$ cat src/hw/rtl/lfsa_pkg.sv
`timescale 1ns / 1ps
// ----------------------------------------------------------------------------
// lfsa_pkg
// Shared types and constants for the lowest free slot allocator.
// ----------------------------------------------------------------------------
package lfsa_pkg;

  localparam int unsigned SLOTS_DEF = 64;
  localparam int unsigned SLOT_W    = 7;
  localparam int unsigned TIME_W    = 32;
  localparam int unsigned CNT_W     = 32;
  localparam int unsigned GROUP     = 16;
  localparam int unsigned GLOW_W    = 4;

  localparam logic [SLOT_W-1:0] CFG_RESET = 7'd64;

  typedef struct packed {
    logic load;
    logic rel;
    logic grp;
    logic pick;
    logic rd;
    logic wr;
  } cmd_t;

  typedef struct packed {
    logic found;
  } status_t;

endpackage

$ cat src/hw/rtl/lfsa_ctrl.sv
`timescale 1ns / 1ps
// ----------------------------------------------------------------------------
// lfsa_ctrl
// Sequencer for one request: release, group scan, pick, count read, write.
// ----------------------------------------------------------------------------
module lfsa_ctrl
  import lfsa_pkg::*;
(
  input  logic    clk_i,
  input  logic    rst_ni,
  input  logic    in_valid_i,
  output logic    in_stall_o,
  input  logic    out_stall_i,
  output logic    out_valid_o,
  input  status_t sts_i,
  output cmd_t    cmd_o
);

  localparam logic [2:0] ST_IDLE = 3'd0;
  localparam logic [2:0] ST_REL  = 3'd1;
  localparam logic [2:0] ST_GRP  = 3'd2;
  localparam logic [2:0] ST_PICK = 3'd3;
  localparam logic [2:0] ST_RD   = 3'd4;
  localparam logic [2:0] ST_WR   = 3'd5;

  logic [2:0] state_q, state_d;
  logic       out_valid_q, out_valid_d;

  always_comb begin
    state_d     = state_q;
    out_valid_d = out_valid_q && out_stall_i;
    cmd_o       = '0;
    case (state_q)
      ST_IDLE: begin
        if (in_valid_i) begin
          cmd_o.load = 1'b1;
          state_d    = ST_REL;
        end
      end
      ST_REL: begin
        cmd_o.rel = 1'b1;
        state_d   = ST_GRP;
      end
      ST_GRP: begin
        cmd_o.grp = 1'b1;
        state_d   = ST_PICK;
      end
      ST_PICK: begin
        cmd_o.pick = 1'b1;
        state_d    = ST_RD;
      end
      ST_RD: begin
        cmd_o.rd = sts_i.found;
        state_d  = ST_WR;
      end
      ST_WR: begin
        if (!(out_valid_q && out_stall_i)) begin
          cmd_o.wr    = 1'b1;
          out_valid_d = 1'b1;
          state_d     = ST_IDLE;
        end
      end
      default: begin
        state_d = ST_IDLE;
      end
    endcase
  end

  always_ff @(posedge clk_i or negedge rst_ni) begin
    if (!rst_ni) begin
      state_q     <= ST_IDLE;
      out_valid_q <= 1'b0;
    end else begin
      state_q     <= state_d;
      out_valid_q <= out_valid_d;
    end
  end

  assign in_stall_o  = (state_q != ST_IDLE);
  assign out_valid_o = out_valid_q;

endmodule

$ cat config.mk
export PLATFORM = sky130hd
export DESIGN_NAME = lfsa_ctrl
export DESIGN_NICKNAME = d
export VERILOG_FILES = /design/src/hw/rtl/lfsa_pkg.sv /design/src/hw/rtl/lfsa_ctrl.sv
export SDC_FILE = /design/constraint.sdc
export NUM_CORES = 1
export LEC_CHECK = 0
export BUFFER_PORTS_ARGS = -buffer_cell sky130_fd_sc_hd__buf_2
export CORE_AREA = 4 4 41 43
export DETAILED_ROUTE_END_ITERATION = 10
export DIE_AREA = 0 0 45 47
export GPL_TIMING_DRIVEN = 1
export MAX_ROUTING_LAYER = met4
export SKIP_CTS_REPAIR_TIMING = 1
export SYNTH_ARGS = -nofsm -noshare
export SYNTH_HDL_FRONTEND = slang
export SYNTH_SLANG_ARGS = --single-unit
$ cat constraint.sdc
create_clock -name clk_i -period 1.1 [get_ports clk_i]
set_input_delay 0.055 -clock clk_i [delete_from_list [all_inputs] [get_ports clk_i]]
set_output_delay 0.055 -clock clk_i [all_outputs]
set_load 0.02 [all_outputs]
==> results.md <==
- Status: finished, violations left
- Failing checks: negative setup slack
- Pwr dens: between 2000 and 3000 mW/mm²
- Async SR Flop Fraction: 100.0%
- GR Layer Usage met2: 5.650%
- Hpwl dp: ~430 µm
- Top_reg_cell synth: dfrtp_1
- Critical Path Start: state_q[1]
- Initial Util: 19.23%
- RR Startpoint: state_q[1]
- Setup violators final: 6
- Sequential-to-total area share from yosys stat: 40.00%
- CP Capture Type: output port
- I/O Pins: 13
- Class of the most critical setup path: flip-flop to output port
- R2r setup slk: 0.12 ns
- Crit-path max FO: 5
- Synth Register Bits: 4
- Leakage: 0.2022 nW
- Clock-pin slew on the worst setup and hold paths: around 0.040 ns
- Net Sw Frac: 40.53%
- Nets: 51
- RSZ-0062 raised after global routing: true
- Worst-margin pin slew: ~0.18 ns
- VDD IR-drop max: 1067 µV
- Reg2reg path depth: 3
- Hold path startpoint: out_stall_i
- Worst-path cell chain: buf_6, nand3b_1, a21oi_1, buf_4
- Slew Viols, Final: 0
- Worst Setup Start Kind: flip-flop
- Fillers: 143
- Routability cong.: roughly 0.66
- # DRC: 0
- GRT Residual Overflow: 0
- Total wire length: 572 µm
- DR vias: 250
- WP data arrival: 1.25 ns
- Initial DRC Count: 5
- EDFF count, synth: 0
- FMAX: 765.6 MHz
- Synthesis warning total: 0
- Combinational power share: 62.8%
- Worst setup margin: -0.2062 ns
- Clk pwr share: 15.2%
- Crit path largest cell delay: 0.41 ns
- First-pass DRT Iterations: 3
- Largest net degree at the start of global routing: 10
- # placed instances: 55
- Dominant cell by count in the synthesized netlist: dfrtp_1
- Yosys top cell area share: ~40%
- CTS tree: built
- CTS root buf: clkbuf_4
- Cells after synthesis: 28
- Slowest CP cell: dfrtp_1
- Core Rows: 13
- GRT Util Overall: between 6 and 7%
- Avg WL per Cell: 9.695 µm
- Area Overhead vs Synth: 64.50%
- Hold Crit Endpoint: out_valid_o
- Max Cap Violations: 0
- Worst Hold Class: input port to flip-flop
- I/O Buffers: 12
- Initial antenna violation count: 0
- Largest cells by area after synthesis: dfrtp_1 (40%), nor3b_1 (9.0%), buf_6 (4.5%)
- Syn avg cell area: 8.937 µm²
- Antenna viol nets, final: 0
- Final cell count without fillers: 59
- Crit path required time: between 1 and 1.5 ns
- Avg Vias per Cell: 4.237
- Vias in the first global route: 204
- Clock latency on the worst-skew pair: 0.23 ns
- Die area: 0.002115 mm²
- Max_slew headroom: between 80 and 90%
- Final Skew: between 0.001 and 0.0015 ns
- Reg2reg end: state_q[0]
- Worst hold path depth: 3
- Core ar.: 0.001301 mm²
- Met3 Use GR: 1.149%
- M1 GR Usage: 7.816%
- Top cells by count, synth: dfrtp_1 (4), nand2_1 (3), nor3b_1 (3)
- Syn_nets: 33
- Post-Syn Area: 250.2 µm²
- Fin crit share: 118.7%
- Final hold vios: 0
- Min Clock Period, post-route: 1.306 ns
- Clock Path Buffers: 2
- Die Y: about 47 µm
- ANT cells: 0
- Fraction of layout cells with a size suffix above 1: 50.00%
- Count of cell types in the netlist: 18
- P_int: between 0.7 and 0.8 mW
- Total CTS buffers: 3
- CTS sink cnt: 4
- Place WS: 0.03166 ns
- GR peak layer: met4
- First-pass GRT wire length: 814 µm
- H-tree lvl count: 1
- Largest area contributor in the netlist: dfrtp_1
- Die width: 45 µm
- NetSw: 0.4858 mW
- Seq pwr share: 22.0%
==> logic make-up (layout without fill, tap and decap cells) <==
family | after synthesis | count (layout) | share of synthesized area (%)
AND/OR/NAND/NOR | 13 | 13 | 31.51
XOR/XNOR | 1 | 1 | 3.501
flip-flops | 4 | 4 | 40.00
AO/OA/AOI/OAI | 5 | 5 | 13.50
buffers and inverters | 5 | 21 | 11.50
==> power by group through the flow <==
stage	Clock [mW]	Combinational [mW]	Sequential, mW
after floorplan	0	0.486	0.244
after global placement	0	0.641	0.254
after detailed placement	0	0.643	0.253
after CTS	0.190	0.642	0.253
after global routing	0.204	0.813	0.276
final	0.182	0.753	0.264
==> worst max-delay path by stage <==
stage / endpoint / slack [ns] / cells after the start
2_1_floorplan: cmd_o[5] / -0.02 / 3
3_3_place_gp: cmd_o[5] / 0.05 / 3
3_5_place_dp: cmd_o[5] / 0.03 / 3
4_1_cts: cmd_o[5] / -0.22 / 3
5_1_grt: cmd_o[0] / -0.28 / 4
6_report: cmd_o[0] / -0.21 / 4
==> layout by cell type (no fill, tap or decap) <==
cell,instances
nor3b_1,1
o21bai_1,1
or3_4,1
inv_1,2
o22ai_1,1
nor2_4,1
nor3b_2,2
buf_4,4
nand3b_1,1
nand2b_1,1
clkbuf_4,3
buf_6,5
and2_1,1
dlygate4sd3_1,1
a21oi_1,1
dfrtp_1,4
a21boi_1,1
buf_2,6
nor2_1,2
nand2_1,3
a211oi_1,1
xnor2_1,1
==> sequential cells by signal (all words and copies together) (netlist names) <==
name         cells
state_q          3
out_valid_o      1
==> cell type report <==
type	count	area [µm²]	share of cell area [%]
Multi-Input combinational cell	19	136.4	33.13
Tap cell	15	18.77	4.559
Inverter	2	7.507	1.824
Timing Repair Buffer	16	126.4	30.70
Clock buffer	3	22.52	5.471
Sequential cell	4	100.1	24.32
==> critical path: cells and delay by family (launching register included) <==
kind / cells / cell delay, ns
AO/OA/AOI/OAI: 1 / 0.13
buffers and inverters: 2 / 0.30
flip-flops: 1 / 0.41
AND/OR/NAND/NOR: 1 / 0.17
==> per-layer routing <==
layer	part of all wire [%]	vias to the layer above
met5	0	-
met4	9.6	0
met3	7.0	4
met2	37	12
met1	46	110
li1	-	124
==> stage by stage <==
step           utilization (%)  area, µm²   TNS, ns  hold slack (ns)  total power, mW
2_1_floorplan                -      260.3  -0.02305          -0.2406           0.7301
3_3_place_gp             26.15      340.3         0          -0.1381           0.8945
3_5_place_dp             26.15      340.3         0          -0.1362           0.8966
4_1_cts                  27.88      362.8   -0.9631          -0.3889            1.085
5_1_grt                  31.63      411.6    -1.231          0.08120            1.293
6_report                 31.63      411.6   -0.7507          0.04879            1.199
Power figures use the tool's default switching activity.
